**src/sv/tbfx_pkg.sv**
```systemverilog
// Package with the types and constants shared by the tape block framer.
`default_nettype none
package tbfx_pkg;

  typedef enum logic {
    OP_START = 1'b0,
    OP_DATA  = 1'b1
  } op_t;

  typedef enum logic [1:0] {
    REG_BLOCK_LENGTH  = 2'd0,
    REG_LOAD_ADDRESS  = 2'd1,
    REG_HEADER_ENABLE = 2'd2,
    REG_UNUSED        = 2'd3
  } reg_idx_t;

  typedef struct packed {
    logic [15:0] block_length;
    logic [15:0] load_address;
    logic        header_enable;
  } cfg_t;

  localparam logic [15:0] LOAD_ADDRESS_RESET = 16'd24064;

  localparam logic [7:0] HDR_LEAD  = 8'd19;
  localparam logic [7:0] CODE_TYPE = 8'd3;
  localparam logic [7:0] FLAG_DATA = 8'hFF;

  localparam logic [4:0] STEP_TYPE     = 5'd3;
  localparam logic [4:0] STEP_NAME     = 5'd4;
  localparam logic [4:0] STEP_NAME_END = 5'd13;
  localparam logic [4:0] STEP_LEN_LO   = 5'd14;
  localparam logic [4:0] STEP_LEN_HI   = 5'd15;
  localparam logic [4:0] STEP_ADDR_LO  = 5'd16;
  localparam logic [4:0] STEP_ADDR_HI  = 5'd17;
  localparam logic [4:0] STEP_HDR_SUM  = 5'd20;
  localparam logic [4:0] STEP_DLEN_LO  = 5'd21;
  localparam logic [4:0] STEP_DLEN_HI  = 5'd22;
  localparam logic [4:0] STEP_FLAG     = 5'd23;
  localparam logic [4:0] STEP_SUM      = 5'd24;

  function automatic logic [7:0] tape_name_char(input logic [3:0] idx);
    logic [7:0] c;
    case (idx)
      4'd0:    c = 8'h4C;
      4'd1:    c = 8'h6F;
      4'd2:    c = 8'h61;
      4'd3:    c = 8'h64;
      4'd4:    c = 8'h65;
      4'd5:    c = 8'h72;
      default: c = 8'h20;
    endcase
    return c;
  endfunction

endpackage
`default_nettype wire

```
**src/sv/tbfx_regs.sv**
```systemverilog
// APB register file holding the framer configuration.
`default_nettype none
module tbfx_regs (
  input  wire logic         clk,
  input  wire logic         rst,
  input  wire logic         psel,
  input  wire logic         penable,
  input  wire logic         pwrite,
  input  wire logic [3:0]   paddr,
  input  wire logic [31:0]  pwdata,
  output logic [31:0]       prdata,
  output logic              pready,
  output tbfx_pkg::cfg_t    cfg
);

  tbfx_pkg::reg_idx_t idx;
  logic               wr;

  assign pready = 1'b1;
  assign idx    = tbfx_pkg::reg_idx_t'(paddr[3:2]);
  assign wr     = psel && penable && pwrite && pready;

  always_ff @(posedge clk) begin
    if (rst) begin
      cfg.block_length  <= 16'd0;
      cfg.load_address  <= tbfx_pkg::LOAD_ADDRESS_RESET;
      cfg.header_enable <= 1'b1;
    end else if (wr) begin
      case (idx)
        tbfx_pkg::REG_BLOCK_LENGTH:  cfg.block_length  <= pwdata[15:0];
        tbfx_pkg::REG_LOAD_ADDRESS:  cfg.load_address  <= pwdata[15:0];
        tbfx_pkg::REG_HEADER_ENABLE: cfg.header_enable <= pwdata[0];
        default: ;
      endcase
    end
  end

  always_comb begin
    case (idx)
      tbfx_pkg::REG_BLOCK_LENGTH:  prdata = {16'd0, cfg.block_length};
      tbfx_pkg::REG_LOAD_ADDRESS:  prdata = {16'd0, cfg.load_address};
      tbfx_pkg::REG_HEADER_ENABLE: prdata = {31'd0, cfg.header_enable};
      default:                     prdata = 32'd0;
    endcase
  end

endmodule
`default_nettype wire

```
**src/sv/tbfx_seq.sv**
```systemverilog
// Word sequencer: item register, step counter, block state and output register.
`default_nettype none
module tbfx_seq (
  input  wire logic           clk,
  input  wire logic           rst,
  input  wire tbfx_pkg::cfg_t cfg,
  input  wire logic           in_valid,
  output logic                in_stall,
  input  wire logic           operation,
  input  wire logic [7:0]     data_byte,
  output logic                out_valid,
  input  wire logic           out_stall,
  output logic [7:0]          out_byte,
  output logic                last_of_run,
  output logic                block_end
);

  logic        item_valid;
  tbfx_pkg::op_t item_op;
  logic [7:0]  item_data;
  logic [4:0]  step;
  logic [15:0] bytes_remaining;
  logic [7:0]  checksum_acc;
  logic        block_open;

  logic        out_free;
  logic        emit;
  logic        last;
  logic        is_end;
  logic [7:0]  byte_val;
  logic        advance;
  logic        finish;
  logic        accept;
  logic [15:0] len2;
  logic [15:0] rem_dec;
  logic [4:0]  name_off;

  assign out_free = !out_valid || !out_stall;
  assign len2     = cfg.block_length + 16'd2;
  assign rem_dec  = bytes_remaining - 16'd1;
  assign name_off = step - tbfx_pkg::STEP_NAME;

  always_comb begin
    emit     = 1'b0;
    last     = 1'b0;
    is_end   = 1'b0;
    byte_val = 8'd0;
    if (item_op == tbfx_pkg::OP_START) begin
      emit = 1'b1;
      if (step inside {[tbfx_pkg::STEP_NAME:tbfx_pkg::STEP_NAME_END]}) begin
        byte_val = tbfx_pkg::tape_name_char(name_off[3:0]);
      end else begin
        case (step)
          5'd0:                   byte_val = tbfx_pkg::HDR_LEAD;
          tbfx_pkg::STEP_TYPE:    byte_val = tbfx_pkg::CODE_TYPE;
          tbfx_pkg::STEP_LEN_LO:  byte_val = cfg.block_length[7:0];
          tbfx_pkg::STEP_LEN_HI:  byte_val = cfg.block_length[15:8];
          tbfx_pkg::STEP_ADDR_LO: byte_val = cfg.load_address[7:0];
          tbfx_pkg::STEP_ADDR_HI: byte_val = cfg.load_address[15:8];
          tbfx_pkg::STEP_HDR_SUM: byte_val = checksum_acc;
          tbfx_pkg::STEP_DLEN_LO: byte_val = len2[7:0];
          tbfx_pkg::STEP_DLEN_HI: byte_val = len2[15:8];
          tbfx_pkg::STEP_FLAG:    byte_val = tbfx_pkg::FLAG_DATA;
          tbfx_pkg::STEP_SUM:     byte_val = checksum_acc;
          default:                byte_val = 8'd0;
        endcase
      end
      last   = (step == tbfx_pkg::STEP_SUM) ||
               ((step == tbfx_pkg::STEP_FLAG) && (cfg.block_length != 16'd0));
      is_end = (step == tbfx_pkg::STEP_SUM);
    end else if (step == 5'd0) begin
      emit     = block_open;
      byte_val = item_data;
      last     = !block_open || (rem_dec != 16'd0);
    end else begin
      emit     = 1'b1;
      byte_val = checksum_acc;
      last     = 1'b1;
      is_end   = 1'b1;
    end
  end

  assign advance  = item_valid && (!emit || out_free);
  assign finish   = advance && last;
  assign in_stall = item_valid && !finish;
  assign accept   = in_valid && !in_stall;

  always_ff @(posedge clk) begin
    if (rst) begin
      item_valid      <= 1'b0;
      step            <= 5'd0;
      bytes_remaining <= 16'd0;
      checksum_acc    <= 8'd0;
      block_open      <= 1'b0;
      out_valid       <= 1'b0;
    end else begin
      if (accept) begin
        item_valid <= 1'b1;
        item_op    <= tbfx_pkg::op_t'(operation);
        item_data  <= data_byte;
        if ((tbfx_pkg::op_t'(operation) == tbfx_pkg::OP_START) && !cfg.header_enable) begin
          step <= tbfx_pkg::STEP_DLEN_LO;
        end else begin
          step <= 5'd0;
        end
      end else if (finish) begin
        item_valid <= 1'b0;
      end else if (advance) begin
        step <= step + 5'd1;
      end

      if (advance) begin
        if (item_op == tbfx_pkg::OP_START) begin
          if (step == tbfx_pkg::STEP_TYPE) begin
            checksum_acc <= tbfx_pkg::CODE_TYPE;
          end else if (step > tbfx_pkg::STEP_TYPE && step < tbfx_pkg::STEP_HDR_SUM) begin
            checksum_acc <= checksum_acc ^ byte_val;
          end else if (step == tbfx_pkg::STEP_FLAG) begin
            checksum_acc    <= tbfx_pkg::FLAG_DATA;
            bytes_remaining <= cfg.block_length;
            block_open      <= (cfg.block_length != 16'd0);
          end
        end else if (step == 5'd0 && block_open) begin
          checksum_acc    <= checksum_acc ^ item_data;
          bytes_remaining <= rem_dec;
          if (rem_dec == 16'd0) begin
            block_open <= 1'b0;
          end
        end
      end

      if (out_free) begin
        out_valid <= advance && emit;
        if (advance && emit) begin
          out_byte    <= byte_val;
          last_of_run <= last;
          block_end   <= is_end;
        end
      end
    end
  end

  a_end_is_last: assert property (@(posedge clk) disable iff (rst)
    out_valid && block_end |-> last_of_run)
    else $error("closing checksum word not marked as last of run");

  a_step_range: assert property (@(posedge clk) disable iff (rst)
    item_valid |-> step <= tbfx_pkg::STEP_SUM)
    else $error("step counter out of range");

  a_close_block: assert property (@(posedge clk) disable iff (rst)
    advance && emit && is_end |=> !block_open)
    else $error("block still open after closing checksum");

  a_idle_ready: assert property (@(posedge clk) disable iff (rst)
    !item_valid |-> !in_stall)
    else $error("input stalled with no item in work");

endmodule
`default_nettype wire

```
**src/sv/tape_block_framer_xor_checksum.sv**
```systemverilog
// Top level of the tape block framer with XOR checksum.
//
//  Channel  Signals                                    Direction
//  input    in_valid, in_stall, operation, data_byte   word in
//  output   out_valid, out_stall, out_byte,
//           last_of_run, block_end                     word out
//  config   psel, penable, pwrite, paddr, pwdata,
//           prdata, pready                             APB registers
//
// A data word yields one or two output words, and a start word yields 24 or 25
// output words with the header, 3 or 4 without it.
// The rate is set by the single output register, which loads one word per cycle
// unless stalled. A data word with no open block is consumed with no output.
// Reset is synchronous; it clears the block state and restores the register defaults.
// A stalled output holds its word, and the input stalls only while an item still
// has words to deliver.
`default_nettype none
module tape_block_framer_xor_checksum (
  input  wire logic        clk,
  input  wire logic        rst,
  input  wire logic        in_valid,
  output logic             in_stall,
  input  wire logic        operation,
  input  wire logic [7:0]  data_byte,
  output logic             out_valid,
  input  wire logic        out_stall,
  output logic [7:0]       out_byte,
  output logic             last_of_run,
  output logic             block_end,
  input  wire logic        psel,
  input  wire logic        penable,
  input  wire logic        pwrite,
  input  wire logic [3:0]  paddr,
  input  wire logic [31:0] pwdata,
  output logic [31:0]      prdata,
  output logic             pready
);

  tbfx_pkg::cfg_t cfg;

  tbfx_regs u_regs (
    .clk     (clk),
    .rst     (rst),
    .psel    (psel),
    .penable (penable),
    .pwrite  (pwrite),
    .paddr   (paddr),
    .pwdata  (pwdata),
    .prdata  (prdata),
    .pready  (pready),
    .cfg     (cfg)
  );

  tbfx_seq u_seq (
    .clk         (clk),
    .rst         (rst),
    .cfg         (cfg),
    .in_valid    (in_valid),
    .in_stall    (in_stall),
    .operation   (operation),
    .data_byte   (data_byte),
    .out_valid   (out_valid),
    .out_stall   (out_stall),
    .out_byte    (out_byte),
    .last_of_run (last_of_run),
    .block_end   (block_end)
  );

endmodule
`default_nettype wire
```
**config.mk**
```make
export PLATFORM = sky130hd
export DESIGN_NAME = tape_block_framer_xor_checksum
export DESIGN_NICKNAME = d
export VERILOG_FILES = /design/src/sv/tbfx_pkg.sv /design/src/sv/tbfx_regs.sv /design/src/sv/tbfx_seq.sv /design/src/sv/tape_block_framer_xor_checksum.sv
export SDC_FILE = /design/constraint.sdc
export NUM_CORES = 1
export LEC_CHECK = 0
export BUFFER_PORTS_ARGS = -buffer_cell sky130_fd_sc_hd__clkbuf_2
export CAP_MARGIN = 40
export CORE_UTILIZATION = 46
export CTS_CLUSTER_DIAMETER = 100
export CTS_CLUSTER_SIZE = 10
export DETAILED_ROUTE_END_ITERATION = 8
export PLACE_DENSITY_LB_ADDON = 0.1
export SETUP_SLACK_MARGIN = 0.02
export SYNTH_ARGS = -nofsm -noshare
export SYNTH_HDL_FRONTEND = slang
export SYNTH_SLANG_ARGS = --single-unit
```
**constraint.sdc**
```tcl
create_clock -name clk -period 6.7 [get_ports clk]
set_input_delay 0.67 -clock clk [delete_from_list [all_inputs] [get_ports clk]]
set_output_delay 0.67 -clock clk [all_outputs]
set_load 0.1 [all_outputs]
```
* After elaboration in Yosys (flattened, before gate mapping)
Cells that the tools add are included.
W data, S select, Z words.
** Operators by class
- Bitwise gates (word level) :: 4
- Mux-type cells :: 34
- Reduce and logical (&&, ||, !) cells :: 43
- Eq/ne operators :: 22
- Add/subtract/negate cells :: 4
- $lt $le $gt $ge :: 4
** Operators by type and width (number)
- $mux W16 :: 5
- $pmux W8 S10 :: 1
- $mux W8 :: 8
- $pmux W16 S3 :: 1
- $pmux W7 S6 :: 1
- $eq A5 B5 Y1 const B :: 7
- $reduce_bool A16 Y1 :: 2
- $mux W5 :: 4
- $add A16 B2 Y16 const B :: 1
- $logic_not A16 Y1 :: 1
- $sub A16 B1 Y16 const B :: 1
- $xor A8 B8 Y8 :: 2
- $mux W1 :: 14
- $logic_and A1 B1 Y1 :: 12
- $eq A5 B4 Y1 const B :: 2
- $reduce_and A2 Y1 :: 5
- $eq A4 B2 Y1 const B :: 2
- $eq A4 B3 Y1 const B :: 2
- $logic_not A1 Y1 :: 7
- $ne A2 B2 Y1 const B :: 3
- $reduce_and A3 Y1 :: 2
- $reduce_and A6 Y1 :: 1
- $reduce_bool A2 Y1 :: 3
- $add A5 B1 Y5 const B :: 1
- 18 further kinds :: 23
** Word-level totals
- Input port bits :: 52
- Register bits after elaboration :: 84
- Word-level logic and storage cells :: 125
- Output and inout port bits :: 45

* Depth between registers and ports, before layout
Gate-level depths: netlist of the first run.
- Word-level depth :: 13
- Mapped depth :: 12
- Gate-level depth less buffers :: 9

* Hierarchy
A second synthesis of the first run with hierarchy kept.
** Unflattened totals
- Cell total of the unflattened synthesis :: 734
- Area total of the unflattened synthesis :: 5999.5 um^2
** By module, submodules not included
- tbfx_seq :: times used 1, area an instance 4214.0 um^2, seq. area each 1211.2 um^2, cells each 541
- tbfx_regs :: times used 1, area an instance 1785.5 um^2, seq. area each 660.6 um^2, cells each 193

* Worst setup path after synthesis of the first run
OpenSTA, ideal clock, no wires.
- Path kind :: reg2out
- From :: register u_seq.bytes_remaining[0]
- To :: output in_stall
- Slack :: 1952 ps
- Arrival time :: 4078 ps
- Stages on the path, launching flop included :: 8
- Cell sequence :: dfxtp_1 -> inv_1 -> ha_1 -> nor4b_4 -> and4b_1 -> o21ai_1 -> a221o_2 -> o31ai_1
** On the way
- Cells in the longest elaborated chain, start to end :: 8
** RTL lines
- start, declared :: RTL line tbfx_seq.sv:22 : logic [15:0] bytes_remaining;
- start signal, assigned :: RTL line tbfx_seq.sv:120 : bytes_remaining <= cfg.block_length;
- start signal, assigned :: RTL line tbfx_seq.sv:125 : bytes_remaining <= rem_dec;
- $sub A16 B1 Y16 :: RTL line tbfx_seq.sv:40 : assign rem_dec = bytes_remaining - 16'd1;
- $reduce_bool A16 Y1 :: RTL line tbfx_seq.sv:74 : last = !block_open || (rem_dec != 16'd0);
- $logic_or A1 B1 Y1 :: RTL line tbfx_seq.sv:74
- $mux W1 :: RTL line tbfx_seq.sv:71 : end else if (step == 5'd0) begin
- $mux W1 :: RTL line tbfx_seq.sv:48 : if (item_op == tbfx_pkg::OP_START) begin
- $logic_and A1 B1 Y1 :: RTL line tbfx_seq.sv:84 : assign finish = advance && last;
- $logic_not A1 Y1 :: RTL line tbfx_seq.sv:85 : assign in_stall = item_valid && !finish;
- $logic_and A1 B1 Y1 :: RTL line tbfx_seq.sv:85
- end, declared :: RTL line tape_block_framer_xor_checksum.sv:22 : output logic in_stall,
Every way passes these cells.

* Worst setup path in the final report of the first run
- From :: register u_seq.item_op
- To :: output in_stall
** On the way
- Cells in the longest elaborated chain, start to end :: 7
- Elaborated cells between the ends (all ways) :: 8
- Those cells by class :: 2 x mux; 6 x reduce/logical
** RTL lines
- start, declared :: RTL line tbfx_seq.sv:19 : tbfx_pkg::op_t item_op;
- start signal, assigned :: RTL line tbfx_seq.sv:99 : item_op <= tbfx_pkg::op_t'(operation);
- $mux W1 :: RTL line tbfx_seq.sv:48
- $logic_not A1 Y1 :: RTL line tbfx_seq.sv:83 : assign advance = item_valid && (!emit || out_free);
- $logic_or A1 B1 Y1 :: RTL line tbfx_seq.sv:83
- $logic_and A1 B1 Y1 :: RTL line tbfx_seq.sv:83
- $logic_and A1 B1 Y1 (*) :: RTL line tbfx_seq.sv:84
- $logic_not A1 Y1 (*) :: RTL line tbfx_seq.sv:85
- $logic_and A1 B1 Y1 (*) :: RTL line tbfx_seq.sv:85
Mark *: on every way between the ends. The rest lies on a longest branch, timed or not.

==> impl_metrics.toml, run 1 <==
[run_status]
status = "complete, no violations"

[synthesis]
synth_edf_count = 19
synthFlopType = "dfxtp_1"
yosysWarnings = 0
yosysSeqAreaShare = 0.331
yosys-top-cells-count = "119 x nand2_1, 74 x a21oi_1, 65 x dfxtp_1"
synth_area_um2 = 5660
postSynth.asyncResetShare = 0
synth_area_leaders = "dfxtp_1 23%, edfxtp_1 10%, nand2_1 7.9%, a21oi_1 6.5%, mux2i_1 4.8%"
syn_area_per_cell_um2 = 7.76
synthDominantCellAreaShare = 0.230
post-synth-top-count-cell = "nand2_1"
ys_ff_latch = 84
yosysTopAreaCell = "dfxtp_1"
yosysUniqueCellTypes = 76
synth_cells = 729

[critical_path]
crit_fanout = 55
slowest_delay_ns = 0.87
crit_arrival_ns = 3.63
end_kind = "output port"
cp-start-kind = "register"
criticalPathCategory = "reg -> out"
path_cells = "buf_4, clkinv_1, nor3b_1, nor2_1, o21ai_0, o31ai_1, clkbuf_2"
critPathBufInv = 3
cp_slowest_cell = "clkinv_1"
crit_family = "buffers and inverters"
cp_data_required_time_ns = 6.03

[timing]
layout_min_cycle_time_ns = 4.30
max_freq_mhz = 233
relSlewSlack = 0.386
setup_viol = 0
final.setup.tns_ns = 0
final_hold_viol_count = 0
tightest_slew_ns = 0.920
drv_slew = 0
rsz0062_at_grt = "no"
skew_ns = 0.00708
fin_crit_sh = 0.641

[hold_path]
hp-class = "reg -> reg"

[floorplan]
die_w_um = 113
design.die.area_um2 = 12800
rows = 40
core_area_um2 = 12000
die_h_um = 113
num_io_pins = 97
initial_core_util = 0.471

[global_route]
grt.met1_usage = 0.368
use_met3 = 0.0686
met2_usage = 0.431
grt_pass1_wl_um = 27200
grt_start_max_net_pins = 58
grt_pass1_vias = 5160
grt-busiest-layer = "met2"
overflow = 0
antenna_found_initial = 0
track_usage = 0.274

[detailed_routing]
routed_via_density = 6.11
initialDrtViolationCount = 643
wirelength_um = 16700
via_count = 5506
first_pass_iters = 6
antenna_left = 0
wl_per_cell_um = 18.5
drc_errors = 0

[clock_network]
cts_hold_buf = 0
ctsRootBufferMaster = "clkbuf_16"
cts.reportedPaths.clkPinSlew_ns = 0.07
cts_buffers = 9
cts_resized = 0
clkLatencyLatePin_ns = 0.36
clockBufferDepth = 2
htreeDepth = 3
cts_num_sinks = 84
cts_tree = "built"
post-cts-setup-buffers = 0

[power_and_ir_drop]
finalPower_uw = 1310
leakage_uw = 0.00238
vdd_drop_max_uv = 182
p_per_area_nw_per_um2 = 210

[place]
gp_congestion = 0.868
io_buffers = 61
post-dp-hpwl_um = 11600

[finish]
n_fill_cell = 1174
multi_input_area_um2 = 3400
register_area_um2 = 1870
fin_nets = 809
syn_to_final_growth_pct = 9.86
layout-drive-gt1-share = 0.137
antennaDiodeCount = 0

[job]
max_cap_violations = 0
==> final timing paths <==
path                                                  from                            to  slack (ns)  cells after the start
worst min-delay path            u_regs.cfg[1]$_SDFFE_PP0P_    u_regs.cfg[1]$_SDFFE_PP0P_        0.48                      2
worst max-delay path               u_seq.item_op$_DFFE_PP_                      in_stall        2.40                      7
worst min register to register  u_regs.cfg[1]$_SDFFE_PP0P_    u_regs.cfg[1]$_SDFFE_PP0P_        0.48                      2
worst max register to register     u_seq.item_op$_DFFE_PP_  u_seq.item_data[4]$_DFFE_PP_        3.08                      8
==> worst reg2reg max path, stage by stage (launching register included) <==
cell and delay, ns:
edfxtp_1 0.32, buf_4 0.47, clkinv_1 0.87, nor3b_1 0.60
nor2_1 0.06, o21ai_0 0.36, o311ai_4 0.25, nor2_1 0.16
buf_4 0.21
==> cells by family after synthesis <==
family,Yosys count,synth area share
simple gates,296,0.256
compound gates,194,0.227
buf+inv,93,0.0782
flops,84,0.331
mux,31,0.0557
xor+xnor,21,0.0325
fa+ha+maj,8,0.0177
other cells,2,0.00133
==> cells in the final DEF, fill, tap and decap left out, drive strengths merged, types with 5 or more instances in the layout <==
master and count:
a211oi 9, a21oi 74, a221oi 8, a22oi 7, a31oi 5, and2 5
and3 5, and4b 5, buf 9, clkbuf 70, conb 17, dfxtp 65
edfxtp 19, ha 8, inv 18, mux2i 27, nand2 119, nand3 21
nand4 9, nor2 62, nor3 19, nor4 11, nor4b 6, o211ai 8
o21a 8, o21ai 32, o22ai 6, o31ai 5, or3 8, or4 5
xnor2 9, xor2 12
==> per-layer routing <==
layer	vias to the layer above	routed length, um
li1	2645	-
met4	0	294
met5	-	0
met2	229	7720
met3	28	1290
met1	2604	7370
==> per-stage QoR <==
step	cells	hold WS, ns	utilization	cell area, um^2	worst slack, ns
2_1_floorplan	744	0.448	-	5720	1.95
3_3_place_gp	884	0.463	0.490	5890	2.73
3_5_place_dp	885	0.465	0.491	5890	2.79
4_1_cts	901	0.474	0.518	6220	2.42
5_1_grt	901	0.470	0.518	6220	2.16
6_report	901	0.475	0.518	6220	2.40
==> layout make-up <==
| type | instances | area share |
|---|---|---|
| multi-input cells | 567 | 0.547 |
| flip-flops and latches | 84 | 0.301 |
| repair buffers | 70 | 0.0600 |
| clock buffers | 9 | 0.0362 |
| well taps | 147 | 0.0296 |
| clock inverters | 7 | 0.0159 |
| inverters | 17 | 0.0103 |
==> power by group <==
group	leakage [uW]	internal (uW)	switching [uW]
clock	0.000152	329	224
sequential	0.000702	531	16.3
combinational	0.00152	50.0	157
==> state kept, by name, summed over array words and instances, names as in the netlist <==
| signal | cells |
|---|---|
| u_seq.out_valid | 1 |
| u_seq.bytes_remaining | 16 |
| u_regs.cfg | 33 |
| u_seq.block_end | 1 |
| u_seq.item_op | 1 |
| u_seq.step | 5 |
| u_seq.out_byte | 8 |
| u_seq.checksum_acc | 8 |
| u_seq.item_data | 8 |
| u_seq.last_of_run | 1 |
| u_seq.block_open | 1 |
| u_seq.item_valid | 1 |
Power figures use the tool's default switching activity.
==> inputs of run 2 (changes only) <==
--- a/config.mk
+++ b/config.mk
@@ -5,6 +5,7 @@
 export SDC_FILE = /design/constraint.sdc
 export NUM_CORES = 1
 export LEC_CHECK = 0
+export ABC_AREA = 1
 export BUFFER_PORTS_ARGS = -buffer_cell sky130_fd_sc_hd__clkbuf_2
 export CAP_MARGIN = 40
 export CORE_UTILIZATION = 46
==> constraint.sdc (replaced) <==
create_clock -name clk -period 4.4 [get_ports clk]
set_input_delay 0.44 -clock clk [delete_from_list [all_inputs] [get_ports clk]]
set_output_delay 0.44 -clock clk [all_outputs]
set_load 0.1 [all_outputs]
==> impl_metrics.toml, run 2 <==
[clock_network]
cts_buffers = 9
cts_resized = 0
clockBufferDepth = 2
cts_tree = "built"
clkLatencyLatePin_ns = 0.35
cts_num_sinks = 84
post-cts-setup-buffers = 0
htreeDepth = 3
cts.reportedPaths.clkPinSlew_ns = 0.06
ctsRootBufferMaster = "clkbuf_16"
cts_hold_buf = 0

[finish]
design_area_um2 = 6120
register_area_um2 = 1870
syn_to_final_growth_pct = 10.9
reg.largest.list = "u_regs.cfg (33), u_seq.bytes_remaining (16)"
multi_input_area_um2 = 3030
fin_nets = 935
layout-drive-gt1-share = 0.151
n_fill_cell = 1207
largest_reg_flops = 33
final_common_cell = "nand2_1"
antennaDiodeCount = 0
final_cell_mix = "179 x nand2_1, 102 x inv_1, 73 x a21oi_1, 72 x o21ai_0, 65 x dfxtp_1"
regMostFlops = "u_regs.cfg"

[synthesis]
syn_area_per_cell_um2 = 6.68
postSynth.asyncResetShare = 0
yosysWarnings = 0
synth_area_um2 = 5520
synthFlopType = "dfxtp_1"
post-synth-top-count-cell = "nand2_1"
yosysUniqueCellTypes = 45
yosysTopAreaCell = "dfxtp_1"
synth_edf_count = 19
ys_ff_latch = 84
synthDominantCellAreaShare = 0.236
synth_area_leaders = "dfxtp_1 24%, nand2_1 12%, edfxtp_1 10%, inv_1 6.9%, a21oi_1 6.6%"
synth_cells = 827
yosys-top-cells-count = "179 x nand2_1, 102 x inv_1, 73 x a21oi_1"
yosysSeqAreaShare = 0.339

[timing]
drv_slew = 0
rsz0062_at_grt = "no"
tightest_slew_ns = 0.869
relSlewSlack = 0.420
final.setup.tns_ns = 0
final_hold_viol_count = 0
fin_crit_sh = 0.731
max_freq_mhz = 311
skew_ns = 0.00625
setup_viol = 0
layout_min_cycle_time_ns = 3.22
hold_slack_ns = 0.260

[global_route]
grt_start_max_net_pins = 34
grt_pass1_wl_um = 27100
antenna_found_initial = 0
track_usage = 0.276
overflow = 0
grt_pass1_vias = 5450

[power_and_ir_drop]
vdd_drop_max_uv = 146
leakage_uw = 0.00273
p_per_area_nw_per_um2 = 305
sequentialPowerShare = 0.445
switching_share = 0.324
power.switching_uw = 605
combPwrFrac = 0.182
clkPwrFrac = 0.373
internal-power_uw = 1260

[critical_path]
criticalPathCategory = "reg -> out"
cp-start-kind = "register"
crit_fanout = 6
end_kind = "output port"
cp_data_required_time_ns = 3.96
startpoint = "u_seq.bytes_remaining[0]$_SDFFE_PP0P_"
timing.rr.start = "u_seq.step[1]$_SDFFE_PP0P_"
crit_arrival_ns = 2.78

[detailed_routing]
wirelength_um = 16300
wl_per_cell_um = 16.0
via_count = 5700
drc_errors = 3
initialDrtViolationCount = 486
routed_via_density = 5.57
first_pass_iters = 9
antenna_left = 0

[hold_path]
hp-class = "in -> reg"
min-delay-start = "data_byte[4]"

[floorplan]
num_io_pins = 97
design.die.area_um2 = 12400
die_h_um = 112
rows = 39
initial_core_util = 0.477
core_area_um2 = 11600
die_w_um = 112

[place]
gp_congestion = 0.938
post-dp-hpwl_um = 12300
io_buffers = 61
place_area_um2 = 5850

[run_status]
status = "finished, violations left"
violations = "design-rule violations"

[job]
max_cap_violations = 0
[run 2: layout make-up]
type | instances | share of cell area
Inverter | 113 | 0.0693
Timing Repair Buffer | 68 | 0.0585
Multi-Input combinational cell | 599 | 0.495
Clock buffer | 11 | 0.0380
Sequential cell | 84 | 0.306
Tap cell | 143 | 0.0292
Clock inverter | 5 | 0.00470
[run 2: path summary, 6_finish.rpt]
kind,to,slack [ns],depth (start not counted)
worst max-delay path,in_stall,1.18,15
worst min-delay path,u_seq.item_data[4]$_DFFE_PP_,0.26,1
worst min register to register,u_regs.cfg[16]$_SDFFE_PP0P_,0.48,2
worst max register to register,u_seq.item_data[4]$_DFFE_PP_,1.47,13
[run 2: cells by family (layout without fill, tap and decap cells)]
group                      count (synthesis)  in the layout  synth area share
and+or+nand+nor                          365            365             0.304
AOI/OAI and AO/OA                        204            204             0.206
buffers and inverters                    159            197             0.123
DFF                                       84             84             0.339
adders and majority gates                  8              8            0.0181
xor gates and xnor gates                   5              5           0.00793
other                                      2             17           0.00136
[run 2: through the flow]
step / total power (uW) / utilization / std cells / setup slack [ns]
after floorplan: 1120 / - / 842 / 1.22
after global placement: 1170 / 0.505 / 1005 / 1.52
after detailed placement: 1180 / 0.506 / 1006 / 1.34
after CTS: 1870 / 0.529 / 1022 / 1.16
after global routing: 1940 / 0.529 / 1023 / 0.866
final: 1860 / 0.529 / 1023 / 1.18
[run 2: power by group through the flow]
stage / Sequential (uW) / Clock (uW) / Combinational (uW)
finish: 830 / 696 / 338
global route: 832 / 745 / 367
CTS: 830 / 707 / 335
detailed placement: 847 / 0 / 334
global placement: 846 / 0 / 328
floorplan: 867 / 0 / 252
[run 2: critical path, stage by stage, from the launching register on]
cell and delay (ns):
dfxtp_1 0.32, inv_1 0.16, ha_1 0.31, inv_1 0.11, nand2_1 0.09, nand3_1 0.08
nor2_1 0.10, nand2_1 0.05, nor2_1 0.11, nand3_1 0.10, nor2_2 0.14, nand3_2 0.11
nand3_1 0.10, nand2_2 0.12, inv_1 0.07, clkbuf_2 0.44
[run 2: metal layers]
| layer | GRT usage | vias up | share of wire |
|---|---|---|---|
| met3 | 0.0425 | 20 | 0.056 |
| li1 | - | 2825 | - |
| met1 | 0.372 | 2673 | 0.45 |
| met4 | 0.0910 | 0 | 0.017 |
| met5 | 0 | - | 0 |
| met2 | 0.454 | 182 | 0.47 |
==> inputs of run 3 (changes only) <==
==> constraint.sdc (replaced) <==
create_clock -name clk -period 2.75 [get_ports clk]
set_input_delay 0.275 -clock clk [delete_from_list [all_inputs] [get_ports clk]]
set_output_delay 0.275 -clock clk [all_outputs]
set_load 0.1 [all_outputs]
==> impl_metrics.toml, run 3 (synthesis gave the netlist of run 2 again) <==
[critical_path]
critPathBufInv = 3
cp.depth = 9
cp_data_required_time_ns = 2.48
end_kind = "output port"
reg2regPathDepth = 14
cp_slowest_cell = "nor4_1"
crit_fanout = 6
crit_family = "simple AND/OR/NAND/NOR gates"
path_cells = "nor4_1, nand4_1, nand2_1, nand3_1, nand3_2, nand2_4, buf_4, inv_2, buf_12"
crit_arrival_ns = 2.38
cp-start-kind = "register"
criticalPathCategory = "reg -> out"
slowest_delay_ns = 0.48

[finish]
antennaDiodeCount = 0
fin_util = 0.553
final_common_cell = "nand2_1"
syn_to_final_growth_pct = 15.8
n_fill_cell = 1199
largest_reg_flops = 33
fin_nets = 960
reg.largest.list = "u_regs.cfg (33), u_seq.bytes_remaining (16)"
layout-drive-gt1-share = 0.187
final_cell_mix = "177 x nand2_1, 100 x inv_1, 73 x a21oi_1, 72 x o21ai_0, 63 x dfxtp_1"
regMostFlops = "u_regs.cfg"

[clock_network]
cts.reportedPaths.clkPinSlew_ns = 0.06
ctsRootBufferMaster = "clkbuf_16"
htreeDepth = 3
clockBufferDepth = 2
cts_tree = "built"
cts_buffers = 9
cts_num_sinks = 84
clkLatencyLatePin_ns = 0.35

[hold_path]
hold_depth = 1
hp-class = "in -> reg"

[timing]
fin_crit_sh = 0.964
timing.final.ws_setup_ns = 0.0998
skew_ns = 0.00791
drv_slew = 0
max_freq_mhz = 377
final.setup.tns_ns = 0
setup_viol = 0
final_hold_viol_count = 0
hold_slack_ns = 0.102
rsz0062_at_grt = "no"
layout_min_cycle_time_ns = 2.65
relSlewSlack = 0.605
tightest_slew_ns = 0.592

[power_and_ir_drop]
vdd_drop_max_uv = 355
leakage_uw = 0.00286
p_per_area_nw_per_um2 = 484

[detailed_routing]
routed_via_density = 5.53
first_pass_iters = 7
drc_errors = 4
via_count = 5796
initialDrtViolationCount = 450
antenna_left = 0
wl_per_cell_um = 16.4
wirelength_um = 17200

[floorplan]
design.die.area_um2 = 12400
rows = 39
core_area_um2 = 11600
initial_core_util = 0.477
num_io_pins = 97
die_w_um = 112
die_h_um = 112

[global_route]
grt_pass1_wl_um = 27600
antenna_found_initial = 0
overflow = 0
track_usage = 0.283
grt_pass1_vias = 5423
grt_start_max_net_pins = 50

[place]
io_buffers = 61
gp_congestion = 0.892
post-dp-hpwl_um = 13100
place_worst_setup_slack_ns = 0.0259

[job]
max_cap_violations = 0

[run_status]
status = "finished, violations left"
violations = "design-rule violations"
-- run 3: final timing paths --
check        slack (ns)                                   start                                endpoint
min                0.10                            data_byte[5]            u_seq.item_data[5]$_DFFE_PP_
min reg2reg        0.49  u_seq.bytes_remaining[15]$_SDFFE_PP0P_  u_seq.bytes_remaining[15]$_SDFFE_PP0P_
max                 0.1             u_regs.cfg[19]$_SDFFE_PP0P_                                in_stall
max reg2reg        0.25             u_regs.cfg[19]$_SDFFE_PP0P_      u_seq.checksum_acc[7]$_SDFFE_PP0P_
-- run 3: what timing repair did --
action | 4_1_cts | 5_1_grt
resized for setup | 9 | 6
setup endpoints to repair | 10 | 5
hold buffers | 0 | 0
buffers inserted | 2 | 2
pin swaps | 4 | 5
endpoints found under the hold margin | 0 | 0
-- run 3: through the flow --
step,total power [uW],instances,area (um^2)
finish,3090,1048,6390
global route,3210,1048,6390
CTS,3110,1046,6360
detailed placement,1920,1028,6030
global placement,1900,1028,6030
floorplan,1790,842,5580
-- run 3: per-layer routing --
layer,vias to the layer above,track usage,wire length [um]
li1,2873,-,-
met1,2673,0.378,7830
met2,221,0.466,8030
met3,29,0.0501,1040
met4,0,0.0838,297
met5,-,0,0
-- run 3: cell type report --
| type | count | area, um^2 | share of cell area |
|---|---|---|---|
| multi-input cells | 599 | 3070 | 0.481 |
| clock buffers | 10 | 229 | 0.0358 |
| inverters | 113 | 424 | 0.0663 |
| well taps | 143 | 179 | 0.0280 |
| flip-flops and latches | 84 | 1870 | 0.293 |
| repair buffers | 93 | 561 | 0.0877 |
| clock inverters | 6 | 55.1 | 0.00861 |
-- run 3: power breakdown --
group	internal, uW	switching [uW]	leakage, uW	total [uW]
Sequential	1300	30.7	0.000703	1330
Clock	695	501	0.000137	1200
Combinational	126	444	0.00202	570
